**src/hdl/psv_pkg.sv**
```systemverilog
`timescale 1ns / 1ps
`default_nettype none
// ----------------------------------------------------------------------------
// psv_pkg
// Shared types and constants for the plot stream validator: opcode classes,
// result status codes and the character codes the parser looks for.
// ----------------------------------------------------------------------------
package psv_pkg;

  // Width of the fixed payload counter; the longest record is 48 bytes.
  localparam int unsigned LEN_W = 6;

  // Character codes used by the opcode range check and the string end.
  localparam logic [7:0] CHAR_FIRST   = 8'h41;  // 'A'
  localparam logic [7:0] CHAR_LAST    = 8'h7A;  // 'z'
  localparam logic [7:0] CHAR_NEWLINE = 8'h0A;  // '\n'

  // Opcode classes.
  typedef enum logic [1:0] {
    KIND_BAD    = 2'd0,
    KIND_FIXED  = 2'd1,
    KIND_STRING = 2'd2
  } kind_e;

  // Result status codes.
  typedef enum logic [1:0] {
    STAT_OK      = 2'd0,
    STAT_ERROR   = 2'd1,
    STAT_VALID   = 2'd2,
    STAT_INVALID = 2'd3
  } status_e;

  // Class of one opcode and the length of its fixed payload.
  typedef struct packed {
    kind_e            kind;
    logic [LEN_W-1:0] len;
  } opclass_t;

endpackage
`default_nettype wire

```
**src/hdl/psv_classify.sv**
```systemverilog
`timescale 1ns / 1ps
`default_nettype none
// ----------------------------------------------------------------------------
// psv_classify
// Opcode decoder: maps one stream byte to its class and, for fixed records,
// the number of payload bytes that follow it.
// ----------------------------------------------------------------------------
module psv_classify #(
  parameter int unsigned DOUBLE_BYTES = 8
) (
  input  wire logic [7:0]       opcode_i,
  output psv_pkg::opclass_t     class_o
);

  localparam logic [psv_pkg::LEN_W-1:0] DblLen = psv_pkg::LEN_W'(DOUBLE_BYTES);

  logic [2:0]                 shorts;
  logic [2:0]                 doubles;
  psv_pkg::kind_e             kind;
  logic [psv_pkg::LEN_W-1:0]  fixed_len;

  // Decode the opcode into a class and its fixed payload length in bytes.
  always_comb begin
    shorts    = 3'd0;
    doubles   = 3'd0;
    kind      = psv_pkg::KIND_FIXED;
    fixed_len = '0;
    if (opcode_i < psv_pkg::CHAR_FIRST || opcode_i > psv_pkg::CHAR_LAST) begin
      kind = psv_pkg::KIND_BAD;
    end else begin
      unique case (opcode_i) inside
        "C":           fixed_len = psv_pkg::LEN_W'(3);
        "F", "e":      fixed_len = '0;
        "f", "t":      kind = psv_pkg::KIND_STRING;
        "m", "n", "p":      shorts = 3'd2;
        "M", "N", "P", "c": shorts = 3'd3;
        "l", "s":           shorts = 3'd4;
        "L", "S", "a":      shorts = 3'd6;
        "o", "q", "x":      doubles = 3'd2;
        "O", "Q", "X", "i": doubles = 3'd3;
        "v", "w":           doubles = 3'd4;
        "V", "W", "r":      doubles = 3'd6;
        default:       kind = psv_pkg::KIND_BAD;
      endcase
      if (shorts != 3'd0 || doubles != 3'd0) begin
        fixed_len = psv_pkg::LEN_W'({shorts, 1'b0})
                  + psv_pkg::LEN_W'(psv_pkg::LEN_W'(doubles) * DblLen);
      end
    end
  end

  assign class_o.kind = kind;
  assign class_o.len  = (kind == psv_pkg::KIND_FIXED) ? fixed_len : '0;

endmodule
`default_nettype wire

```
**src/hdl/plot_stream_validator_unit.sv**
```systemverilog
`timescale 1ns / 1ps
`default_nettype none
// ----------------------------------------------------------------------------
// plot_stream_validator_unit
// Byte-at-a-time checker for a binary 3-D plot command stream.
// ----------------------------------------------------------------------------
// Usage:
//   The input channel carries one item per stream byte (command_i = 0) or an
//   end-of-stream marker (command_i = 1). Every accepted item yields exactly
//   one result item on the output channel: a running status with the count
//   of fixed payload bytes still expected, or, for the end marker, the
//   verdict for the whole stream, after which the parser state is cleared.
//   Each result is held in the result register, or in the skid register
//   while the receiver stalls. Throughput is one item per cycle while the
//   skid register is empty, set by the single parser state update (opcode
//   decode plus counter step) between the state and result registers.
//   A receiver stall holds the result register; one more item is taken into
//   a skid register, and only while that register is full does in_stall_o
//   rise, so in_stall_o comes straight from a flop.
//   Reset clears the parser state and empties both result registers; the
//   block takes items in the first cycle after reset.
// ----------------------------------------------------------------------------
module plot_stream_validator_unit #(
  parameter int unsigned DOUBLE_BYTES = 8
) (
  input  wire logic                        clk_i,
  input  wire logic                        rst_ni,
  // Input channel
  input  wire logic                        in_valid_i,
  output logic                             in_stall_o,
  input  wire logic                        command_i,
  input  wire logic [7:0]                  data_byte_i,
  // Output channel
  output logic                             out_valid_o,
  input  wire logic                        out_stall_i,
  output logic [1:0]                       status_o,
  output logic [psv_pkg::LEN_W-1:0]        bytes_pending_o
);

  localparam int unsigned LW = psv_pkg::LEN_W;

  // Parser state.
  logic [LW-1:0]      payload_left_q, payload_left_d;
  logic               in_string_q, in_string_d;
  logic               failed_q, failed_d;

  // Result and skid registers.
  logic               out_valid_q;
  logic [1:0]         out_status_q;
  logic [LW-1:0]      out_pending_q;
  logic               skid_valid_q;
  logic [1:0]         skid_status_q;
  logic [LW-1:0]      skid_pending_q;

  logic               accept;
  logic               out_ready;
  psv_pkg::opclass_t  op_class;
  psv_pkg::status_e   res_status;
  logic [LW-1:0]      res_pending;

  assign in_stall_o = skid_valid_q;
  assign accept     = in_valid_i && !skid_valid_q;
  assign out_ready  = !out_valid_q || !out_stall_i;

  // Opcode decoder.
  psv_classify #(
    .DOUBLE_BYTES(DOUBLE_BYTES)
  ) u_classify (
    .opcode_i(data_byte_i),
    .class_o (op_class)
  );

  // Next parser state and the result for the incoming item.
  always_comb begin
    payload_left_d = payload_left_q;
    in_string_d    = in_string_q;
    failed_d       = failed_q;
    res_status     = psv_pkg::STAT_OK;
    res_pending    = '0;
    if (command_i) begin
      res_status     = (failed_q || payload_left_q != '0) ? psv_pkg::STAT_INVALID
                                                          : psv_pkg::STAT_VALID;
      payload_left_d = '0;
      in_string_d    = 1'b0;
      failed_d       = 1'b0;
    end else begin
      if (!failed_q) begin
        if (payload_left_q != '0) begin
          payload_left_d = payload_left_q - LW'(1);
        end else if (in_string_q) begin
          if (data_byte_i == psv_pkg::CHAR_NEWLINE) begin
            in_string_d = 1'b0;
          end
        end else begin
          unique case (op_class.kind)
            psv_pkg::KIND_FIXED:  payload_left_d = op_class.len;
            psv_pkg::KIND_STRING: in_string_d    = 1'b1;
            default: begin
              failed_d       = 1'b1;
              payload_left_d = '0;
              in_string_d    = 1'b0;
            end
          endcase
        end
      end
      res_status  = failed_d ? psv_pkg::STAT_ERROR : psv_pkg::STAT_OK;
      res_pending = payload_left_d;
    end
  end

  // Parser state registers, updated on every accepted item.
  always_ff @(posedge clk_i or negedge rst_ni) begin
    if (!rst_ni) begin
      payload_left_q <= '0;
      in_string_q    <= 1'b0;
      failed_q       <= 1'b0;
    end else if (accept) begin
      payload_left_q <= payload_left_d;
      in_string_q    <= in_string_d;
      failed_q       <= failed_d;
    end
  end

  // Result register with a one-entry skid behind it.
  always_ff @(posedge clk_i or negedge rst_ni) begin
    if (!rst_ni) begin
      out_valid_q  <= 1'b0;
      skid_valid_q <= 1'b0;
    end else if (out_ready) begin
      if (skid_valid_q) begin
        out_valid_q  <= 1'b1;
        skid_valid_q <= 1'b0;
      end else begin
        out_valid_q  <= accept;
      end
    end else if (accept) begin
      skid_valid_q <= 1'b1;
    end
  end

  // Result payloads; no reset needed.
  always_ff @(posedge clk_i) begin
    if (out_ready) begin
      if (skid_valid_q) begin
        out_status_q  <= skid_status_q;
        out_pending_q <= skid_pending_q;
      end else if (accept) begin
        out_status_q  <= res_status;
        out_pending_q <= res_pending;
      end
    end else if (accept) begin
      skid_status_q  <= res_status;
      skid_pending_q <= res_pending;
    end
  end

  assign out_valid_o     = out_valid_q;
  assign status_o        = out_status_q;
  assign bytes_pending_o = out_pending_q;

  // An error clears any record in progress.
  assert property (@(posedge clk_i) disable iff (!rst_ni)
    failed_q |-> (payload_left_q == '0 && !in_string_q))
    else $error("failed state with a record still open");

  // A fixed payload and a string are never open at the same time.
  assert property (@(posedge clk_i) disable iff (!rst_ni)
    (payload_left_q != '0) |-> !in_string_q)
    else $error("fixed payload and string open together");

  // The skid register only fills behind a full result register.
  assert property (@(posedge clk_i) disable iff (!rst_ni)
    skid_valid_q |-> out_valid_q)
    else $error("skid register full while result register is empty");

  // An accepted end marker leaves the parser cleared.
  assert property (@(posedge clk_i) disable iff (!rst_ni)
    (accept && command_i) |=> (payload_left_q == '0 && !in_string_q && !failed_q))
    else $error("parser state not cleared after end of stream");

endmodule
`default_nettype wire
```
**config.mk**
```make
export PLATFORM = sky130hd
export DESIGN_NAME = plot_stream_validator_unit
export DESIGN_NICKNAME = d
export VERILOG_FILES = /design/src/hdl/psv_pkg.sv /design/src/hdl/psv_classify.sv /design/src/hdl/plot_stream_validator_unit.sv
export SDC_FILE = /design/constraint.sdc
export NUM_CORES = 1
export LEC_CHECK = 0
export ABC_AREA = 1
export BUFFER_PORTS_ARGS = -buffer_cell sky130_fd_sc_hd__buf_2
export CAP_MARGIN = 10
export CORE_AREA = 8 8 54 101
export DETAILED_ROUTE_END_ITERATION = 8
export DIE_AREA = 0 0 62 109
export PLACE_DENSITY_LB_ADDON = 0.1
export SYNTH_ARGS = -nofsm -noshare
export SYNTH_HDL_FRONTEND = slang
export SYNTH_SLANG_ARGS = --single-unit
```
**constraint.sdc**
```tcl
create_clock -name clk_i -period 2 [get_ports clk_i]
set_input_delay 0.1 -clock clk_i [delete_from_list [all_inputs] [get_ports clk_i]]
set_output_delay 0.1 -clock clk_i [all_outputs]
set_load 0.02 [all_outputs]
```
==> results of run 1 <==
[registers in the layout (all words and copies together), names as in the netlist, 2 cells and up]
register / flops
bytes_pending_o: 6
skid_status_q: 2
status_o: 2
skid_pending_q: 6
payload_left_q: 6
[logic make-up (layout without fill, tap and decap cells)]
logic type      Yosys count  count (layout)
flops                    26              26
buf+inv                  37             111
simple gates            185             185
compound gates           45              45
fa+ha+maj                 5               5
[worst paths after layout]
check	startpoint	end	slack, ps	cells after the start
hold / removal	in_valid_i	out_valid_o	60	3
hold reg to reg	skid_status_q[0]	status_o[0]	530	2
setup reg to reg	payload_left_q[0]	bytes_pending_o[1]	90	11
setup / recovery	data_byte_i[6]	bytes_pending_o[1]	-50	18
max in group asynchronous	rst_ni	out_valid_o	1570	2
min in group asynchronous	rst_ni	payload_left_q[1]	220	2
[repair_timing]
action,in CTS,in global routing
pin swaps,19,23
hold buffers,1,0
hold endpoints to repair,10,0
endpoints found under the setup margin,10,18
gates resized for setup,33,56
setup buffers,3,5
[cell usage in the layout, fill, tap and decap left out, types with 2 or more instances in the layout]
master	count
buf_6	4
nor2_4	5
nand4_1	2
a21oi_2	3
inv_4	5
nor2_1	39
buf_2	14
dfrtp_1	10
a21boi_0	3
inv_2	4
nand3_1	14
o21ai_0	9
o21ai_2	2
a21oi_1	16
nand2_4	9
nand3_2	2
ha_4	2
a31oi_1	2
edfxtp_1	16
buf_8	3
nand2_1	86
ha_1	3
nand2_2	13
nor2_2	10
o21ai_1	3
clkinv_1	3
buf_4	49
clkbuf_8	3
inv_1	22
[metrics by stage]
| step | total power, mW | area (um2) | cells | setup TNS [ps] | utilization, % |
|---|---|---|---|---|---|
| after floorplan | 1.59 | 1990 | 298 | 0 | - |
| after global placement | 1.98 | 2460 | 413 | -5560 | 58.4 |
| after detailed placement | 2.00 | 2460 | 413 | -5850 | 58.4 |
| after CTS | 2.48 | 2670 | 421 | 0 | 63.5 |
| after global routing | 2.78 | 2900 | 426 | -1220 | 68.9 |
| final | 2.57 | 2900 | 426 | -90.1 | 68.9 |
[routing by layer]
metal	wire [um]	track usage [%]	vias up	share of wire [%]
met1	2220	21.0	1039	40
met4	128	6.08	0	2.3
met3	265	2.01	14	4.8
met5	0	0	-	0
met2	2960	28.1	56	53
li1	-	-	1122	-
[area by class of cell]
| class | count | area (um2) | area share, % |
|---|---|---|---|
| Sequential cell | 26 | 731 | 25.2 |
| Tap cell | 54 | 67.6 | 2.33 |
| Timing Repair Buffer | 72 | 558 | 19.2 |
| Clock inverter | 1 | 30.0 | 1.03 |
| Inverter | 35 | 149 | 5.13 |
| Clock buffer | 3 | 41.3 | 1.42 |
| Multi-Input combinational cell | 235 | 1330 | 45.7 |
[power by group through the flow]
stage | clock, mW | sequential (mW) | combinational [mW]
6_report | 0.433 | 0.829 | 1.31
5_1_grt | 0.461 | 0.843 | 1.48
4_1_cts | 0.439 | 0.828 | 1.21
3_5_place_dp | 0 | 0.838 | 1.17
3_3_place_gp | 0 | 0.838 | 1.15
2_1_floorplan | 0 | 0.879 | 0.716
[worst min-delay path, stage by stage]
cell	delay (ps)
buf_2	90
nor2_1	60
nand2_1	50
==> summary.md, run 1 <==
| Metric | Value |
|---|---|
| Routed via count | 2231 |
| Syn-to-layout area delta | 46.3% |
| Residual DRC count | 0 |
| GRT Residual Overflow | 0 |
| Worst hold-check path type | primary input to flop |
| Core ar. | 0.00421 mm2 |
| Crit-path slowest cell | and3_4 |
| Fmax | 487 MHz |
| DP Wirelength | 4180 um |
| Worst slew pin tran | 779 ps |
| Antenna Cells | 0 |
| Vias/cell | 5.24 |
| Synth top area cells | edfxtp_1 24%, nand2_1 19%, dfrtp_1 13%, nor2_1 8.5%, inv_1 5.1% |
| Post-synthesis mux area share | 0% |
| Area fraction of the dominant cell type after synthesis | 24.2% |
| Peak supply drop | 1.00 mV |
| Int Pwr | 1.53 mW |
| Max Cap Viol | 0 |
| Layout cells sized above 1 | 37.4% |
| Number of global-route vias before repair | 2114 |
| TritonCTS Buffers | 3 |
| Initial DRC count | 79 |
| Crit path DAT | 2200 ps |
| Power Density | 885 mW/mm2 |
| Final #Nets | 391 |
| Clock skew | 2.13 ps |
| Die Wd | 62 um |
| Post-synthesis cell count | 298 |
| Sw Ratio | 40.5% |
| Synth cell count leaders | 103 x nand2_1, 45 x nor2_1, 27 x inv_1 |
| #FFs+latches synth | 26 |
| Clock Sinks | 26 |
| Tcrit/Tclk final | 103% |
| CP delay by family, top | simple AND/OR/NAND/NOR gates |
| Post-synthesis sequential area ratio | 36.8% |
| Boundary Pins | 23 |
| ANT nets after route | 0 |
| Critical path endpoint category | flop |
| Worst skew pair latency | 270 ps |
| Yosys cell types | 28 |
| Final Max Tran Viols | 0 |
| Compound-cell area share of the yosys netlist | 13.0% |
| Cell type with the highest aggregate area in the netlist | edfxtp_1 |
| Post-Synth Adder-Cell Area | 3.15% |
| Average size of a mapped cell | 6.66 um2 |
| Buf/Inv on CP | 3 |
| CTS root buf | clkbuf_8 |
| Post-Syn Area | 0.00198 mm2 |
| Relative slew slack | 48.1% |
| Most Frequent Cell on Critical Path | nand2_1 |
| Final setup fails | 2 |
| FP Rows | 34 |
| DR pass1 iterations | 4 |
| Number of buffers added on ports | 22 |
| RSZ-0062 raised after global routing | yes |
| H-tree lvl count | 1 |
| First-pass GRT wire length | 8970 um |
| Largest net degree at the start of global routing | 16 |
| Antenna violations before repair | 0 |
| Min Tclk post-route | 2050 ps |
| Async SR Flop Fraction | 38.5% |
| Largest family of logic cells by synthesized area | simple AND/OR/NAND/NOR gates |
| Aggregate global-route resource usage | 16.8% |
| Crit path setup slack, layout | -53.4 ps |
| Violated checks | setup timing |
| Pre-CTS setup slack | -417 ps |
| Worst-path fanout max | 5 |
| Top-count cell post-synth | nand2_1 |
| Status | complete, but fails checks |
| Simple-gate portion of the synthesized area | 39.7% |
| Crit-path cells | buf_6, nand2_8, nor2_4, nand2_1, nand2_1, nor2_2, inv_2, nor4_2, and3_4, ha_4, nand2_4, nand2_4, buf_4, a21oi_1, o21ai_2, nand2_1, nand3_1, nand2_1 |
| Die Span Y | 109 um |
| Post-Syn Nets | 316 |
| Number of flops mapped to enable cells by yosys | 16 |
| Crit path required time | 2140 ps |
| Final WL | 5580 um |
| Drt wl/cell | 13.1 um |
| Initial Utilization | 47.1% |
| Reg power frac | 32.2% |
| Clk slew on worst S/H paths | 90 ps |
| GP Congestion | 0.934 |
| CP Class | primary input to flop |
| Final hold violation count | 0 |
| Lkg Pwr | 1.42 nW |
| Crit path largest cell delay | 260 ps |
| Post-synth top flop | edfxtp_1 |
| Synth warn | 0 |
| Hold slack | 61.8 ps |
| Setup crit start kind | primary input |
| CTS tree | built |
| CTS Buffer Depth | 2 |
| Combinational Power Share | 50.9% |
| Area share of xor/xnor cells in the synthesized design | 0% |
| Filler cells | 339 |
| Clk pwr share | 16.9% |
| Die area | 0.00676 mm2 |
| Net switching power | 1.04 mW |
Note: power is estimated with default switching activity, not from simulation.
==> inputs of run 2 (changes only) <==
--- a/config.mk
+++ b/config.mk
@@ -8,9 +8,9 @@
 export ABC_AREA = 1
 export BUFFER_PORTS_ARGS = -buffer_cell sky130_fd_sc_hd__buf_2
 export CAP_MARGIN = 10
-export CORE_AREA = 8 8 54 101
+export CORE_AREA = 2 2 48 95
 export DETAILED_ROUTE_END_ITERATION = 8
-export DIE_AREA = 0 0 62 109
+export DIE_AREA = 0 0 50 97
 export PLACE_DENSITY_LB_ADDON = 0.1
 export SYNTH_ARGS = -nofsm -noshare
 export SYNTH_HDL_FRONTEND = slang
==> run 2 against run 1 <==
Against the previous run:
- the run still ends with setup timing left
- setup slack better by 21 ps
- critical path depth is 1 higher
- final cell count is 0.70% lower
- hold slack worse by 0.52 ps
- non-clock buffer count stayed put
- via count is 1.2% lower
- sequential share of layout area is 0.85 points higher
- global-route usage is 7.9 points higher
- highest routed layer unchanged
==> summary.md, run 2 (synthesis results as in run 1) <==
| Metric | Value |
|---|---|
| Status | complete, but fails checks |
| Violated checks | setup timing |
| Boundary Pins | 23 |
| Crit-path slowest cell | ha_4 |
| Most Frequent Cell on Critical Path | nand2_1 |
| Pre-CTS setup slack | -484 ps |
| Reg power frac | 35.5% |
| Clk pwr share | 12.4% |
| Die area | 0.00485 mm2 |
| Sw Ratio | 42.5% |
| Antenna Cells | 0 |
| Drt wl/cell | 14.0 um |
| Number of global-route vias before repair | 2062 |
| Layout cells sized above 1 | 38.0% |
| Residual DRC count | 0 |
| Worst skew pair latency | 270 ps |
| Area of the multi-input gates | 0.00131 mm2 |
| Non-Filler Instances | 423 |
| Fmax | 492 MHz |
| Final setup fails | 3 |
| Critical path endpoint category | flop |
| Peak supply drop | 0.453 mV |
| Worst hold-check path type | primary input to flop |
| Core ar. | 0.00409 mm2 |
| DP Wirelength | 4690 um |
| TritonCTS Buffers | 3 |
| Most frequent cells in the layout | 83 x nand2_1, 49 x buf_4, 38 x nor2_1 |
| First-pass GRT wire length | 9110 um |
| Number of buffers added on ports | 22 |
| Commonest non-fill, non-tap cell in the layout | nand2_1 |
| Syn-to-layout area delta | 41.5% |
| Crit path setup slack, layout | -31.9 ps |
| Power Density | 845 mW/mm2 |
| Final #Nets | 391 |
| Final hold violation count | 0 |
| Lkg Pwr | 1.39 nW |
| Hold slack | 61.3 ps |
| Placed cells | 412 |
| Filler cells | 351 |
| Register Area | 731 um2 |
| Routed via count | 2204 |
| Die Span Y | 97 um |
| Final Max Tran Viols | 0 |
| Buf/Inv on CP | 4 |
| Combinational Power Share | 52.1% |
| Worst slew pin tran | 385 ps |
| CTS tree | built |
| Initial Utilization | 48.5% |
| Worst-path fanout max | 5 |
| GP Congestion | 0.957 |
| Setup crit start kind | primary input |
| Min Tclk post-route | 2030 ps |
| ANT nets after route | 0 |
| Aggregate global-route resource usage | 24.7% |
| FP Rows | 33 |
| Crit path required time | 2040 ps |
| Initial DRC count | 51 |
| CTS root buf | clkbuf_8 |
| Antenna violations before repair | 0 |
| Largest net degree at the start of global routing | 14 |
| RSZ-0062 raised after global routing | yes |
| Vias/cell | 5.21 |
| GRT Residual Overflow | 0 |
| CTS Buffer Depth | 2 |
| CP Class | primary input to flop |
| H-tree lvl count | 1 |
| Die Wd | 50 um |
| Crit path largest cell delay | 270 ps |
| Max Cap Viol | 0 |
| Crit-path cells | buf_6, inv_2, nand2_4, nor2_2, nand2_1, nand2_2, nor2_4, nand2_2, nor4_4, and3_4, ha_4, nand2_4, buf_4, o21ai_0, inv_1, nand2_1, nand2_1, nand3_1, nand2_1 |
| DR pass1 iterations | 4 |
| Int Pwr | 1.36 mW |
| Relative slew slack | 74.3% |
| Clock Sinks | 26 |
| Clock skew | 2.16 ps |
| Post-route total power | 2.37 mW |
| Net switching power | 1.01 mW |
| Tcrit/Tclk final | 102% |
| CP delay by family, top | simple AND/OR/NAND/NOR gates |
| Final WL | 5920 um |
| Crit path DAT | 2070 ps |
| Clk slew on worst S/H paths | 80 ps |
## run 2: worst paths after layout
check | from | endpoint | slack [ps] | cells after the start
max | data_byte_i[2] | bytes_pending_o[4] | -30 | 19
min | in_valid_i | out_valid_o | 60 | 3
max reg2reg | payload_left_q[1] | bytes_pending_o[0] | 140 | 10
min reg2reg | skid_pending_q[1] | bytes_pending_o[1] | 520 | 2
max in group asynchronous | rst_ni | payload_left_q[3] | 1550 | 2
min in group asynchronous | rst_ni | in_stall_o | 230 | 2
## run 2: layout make-up
cell class	instances	share of cell area [%]
Clock buffer	3	1.47
Tap cell	52	2.32
Multi-Input combinational cell	235	46.7
Sequential cell	26	26.0
Timing Repair Buffer	72	18.7
Inverter	35	4.77
## run 2: worst register-to-register path, stage by stage (launching register included)
cell,delay (ps)
dfrtp_1,440
inv_1,130
ha_1,230
nand4_2,130
inv_1,140
nand2_4,70
a21oi_2,90
o21ai_1,80
a211oi_2,280
nand2_1,80
nand2_1,60
## run 2: repair_timing
action / 4_1_cts / 5_1_grt
gates resized for setup: 28 / 44
gates cloned: 0 / 0
hold buffers: 1 / 0
setup buffers: 4 / 3
hold endpoints to repair: 10 / 0
setup endpoints to repair: 16 / 21
pin swaps: 18 / 19
## run 2: through the flow
step                      area (um2)  setup TNS, ps  util (%)
after CTS                       2650          -4.93      64.9
after global placement          2460          -6130      60.3
final                           2810          -65.0      68.7
after detailed placement        2460          -7100      60.3
after global routing            2810          -1570      68.7
after floorplan                 1990              0         -
## run 2: power groups by stage
stage	logic, mW	registers (mW)	clock network [mW]
after floorplan	0.716	0.879	0
after global placement	1.12	0.853	0
after detailed placement	1.13	0.853	0
after CTS	1.17	0.842	0.292
after global routing	1.38	0.855	0.313
final	1.24	0.843	0.294
## run 2: routing by layer
metal	part of all wire [%]	up-vias	track usage, %
met2	61	46	50.2
met3	1.8	24	1.85
met1	31	1020	20.0
li1	-	1114	-
met5	0	-	0
met4	6.0	0	17.1
==> inputs of run 3 (changes only) <==
--- a/config.mk
+++ b/config.mk
@@ -12,6 +12,7 @@
 export DETAILED_ROUTE_END_ITERATION = 8
 export DIE_AREA = 0 0 50 97
 export PLACE_DENSITY_LB_ADDON = 0.1
+export SETUP_SLACK_MARGIN = 0.2
 export SYNTH_ARGS = -nofsm -noshare
 export SYNTH_HDL_FRONTEND = slang
 export SYNTH_SLANG_ARGS = --single-unit
==> run 3 against run 2 <==
Against the previous run:
- the flow still finishes with violations (setup timing)
- combinational power grew 31%
- final cell count increased by 1.9%
- critical path depth decreased by 2
- via count grew 6.4%
- largest cell class unchanged
- count of clock-buffer cells in the layout did not move
- register-to-register slack got worse by 170 ps
- largest power group unchanged
- non-clock buffer count increased by 7
- power grew 22%
- clock skew increased by 7.1 ps
- sequential power shrank 2%
==> summary.md, run 3 (synthesis results as in run 1) <==
| Metric | Value |
|---|---|
| Status | complete, but fails checks |
| Violated checks | setup timing |
| Number of buffers added on ports | 22 |
| Final #Nets | 398 |
| Lkg Pwr | 1.49 nW |
| Number of global-route vias before repair | 2341 |
| Worst skew pair latency | 280 ps |
| Initial Utilization | 48.5% |
| Crit path DAT | 2200 ps |
| Residual DRC count | 0 |
| Tcrit/Tclk final | 103% |
| GP Congestion | 0.920 |
| Critical path endpoint category | flop |
| Syn-to-layout area delta | 60.3% |
| Aggregate global-route resource usage | 26.4% |
| Vias/cell | 5.44 |
| Final hold violation count | 0 |
| Drt wl/cell | 16.1 um |
| Crit path setup slack, layout | -59.2 ps |
| Worst hold-check path type | primary input to flop |
| Worst slew pin tran | 354 ps |
| Non-Filler Instances | 431 |
| Min Tclk post-route | 2060 ps |
| RSZ-0062 raised after global routing | yes |
| Boundary Pins | 23 |
| Clk slew on worst S/H paths | 80 ps |
| Max Cap Viol | 0 |
| Commonest non-fill, non-tap cell in the layout | nand2_1 |
| Filler cells | 273 |
| H-tree lvl count | 1 |
| Design area | 0.00318 mm2 |
| ANT nets after route | 0 |
| Placed instance area | 0.00254 mm2 |
| Clock skew | 9.27 ps |
| Clock Sinks | 26 |
| Final WL | 6930 um |
| Most frequent cells in the layout | 80 x nand2_1, 54 x buf_4, 29 x nor2_1 |
| Relative slew slack | 76.4% |
| CTS Buffer Depth | 2 |
| Die Span Y | 97 um |
| Core ar. | 0.00409 mm2 |
| Layout cells sized above 1 | 46.2% |
| CTS root buf | clkbuf_8 |
| Die area | 0.00485 mm2 |
| Setup TNS | -81.3 ps |
| CTS tree | built |
| Final setup fails | 2 |
| Die Wd | 50 um |
| Antenna Cells | 0 |
| FP Rows | 33 |
| Fmax | 486 MHz |
| Largest net degree at the start of global routing | 16 |
| Hold slack | 74.5 ps |
| DP Wirelength | 4750 um |
| Placed cells | 416 |
| Peak supply drop | 0.523 mV |
| Crit path required time | 2140 ps |
| Power Density | 906 mW/mm2 |
| First-pass GRT wire length | 9890 um |
| Initial DRC count | 85 |
| Setup crit start kind | primary input |
| CP Class | primary input to flop |
| Pre-CTS setup slack | -319 ps |
| Routed via count | 2344 |
| Worst-path fanout max | 4 |
| TritonCTS Buffers | 3 |
| DR pass1 iterations | 5 |
| Final Max Tran Viols | 0 |
| Antenna violations before repair | 0 |
| GRT Residual Overflow | 0 |
[run 3: cell types whose count changed in the layout (fill, tap and decap cells not counted), sizes merged]
cell | previous run | this run
clkinvlp | 0 | 1
buf | 71 | 78
bufinv | 0 | 1
clkinv | 3 | 2
[run 3: critical path, cell delays in order]
cell      delay (ps)
buf_12           100
buf_6             90
nor2_1            40
nand2_2           90
nand2_1           60
a21oi_1          210
inv_1             70
nor2_1           160
and3_4           240
ha_4             200
nand2_4           80
nand2_4           60
a21oi_2          130
o21ai_2           70
a211oi_2         310
nand2_1           90
nand2_1           90
[run 3: cell type report]
type	count	area, um2	area share (%)
Inverter	35	175	5.51
Sequential cell	26	731	23.0
Tap cell	52	65.1	2.04
Clock buffer	3	41.3	1.30
Multi-Input combinational cell	235	1480	46.6
Timing Repair Buffer	79	658	20.7
Clock inverter	1	30.0	0.944
[run 3: per-layer routing]
layer  track usage [%]  vias up  part of all wire [%]
met1              21.2     1072                    29
met4              19.4        0                   7.6
met3              1.54       39                   3.2
met2              53.6      107                    60
li1                  -     1126                     -
met5                 0        -                     0
[run 3: final timing paths]
path,from,to,slack [ps],cells past startpoint
max in group asynchronous,rst_ni,payload_left_q[0],1560,2
max,data_byte_i[2],bytes_pending_o[0],-60,17
min,in_valid_i,out_valid_o,70,3
min in group asynchronous,rst_ni,in_string_q,220,2
min reg2reg,skid_pending_q[4],bytes_pending_o[4],530,2
max reg2reg,payload_left_q[1],bytes_pending_o[0],-30,10
[run 3: report_power, final]
group          switching (mW)  internal (mW)  leakage, nW  total (mW)
Combinational           0.972          0.648         1.17        1.62
Clock                   0.167          0.268       0.0357       0.435
Sequential             0.0854          0.743        0.283       0.828
Total                    1.22           1.66         1.49        2.88
[run 3: timing repair]
action / CTS / global route
gates resized for setup: 69 / 70
pin swaps: 24 / 38
setup buffers: 4 / 6
setup endpoints to repair: 20 / 21
hold endpoints to repair: 10 / 0
hold buffers: 1 / 0
cloned: 0 / 0
[run 3: per-stage QoR]
| step | util [%] | power, mW |
|---|---|---|
| 2_1_floorplan | - | 1.61 |
| 3_3_place_gp | 62.1 | 2.02 |
| 3_5_place_dp | 62.1 | 2.04 |
| 4_1_cts | 70.2 | 2.54 |
| 5_1_grt | 77.8 | 3.02 |
| 6_report | 77.8 | 2.88 |
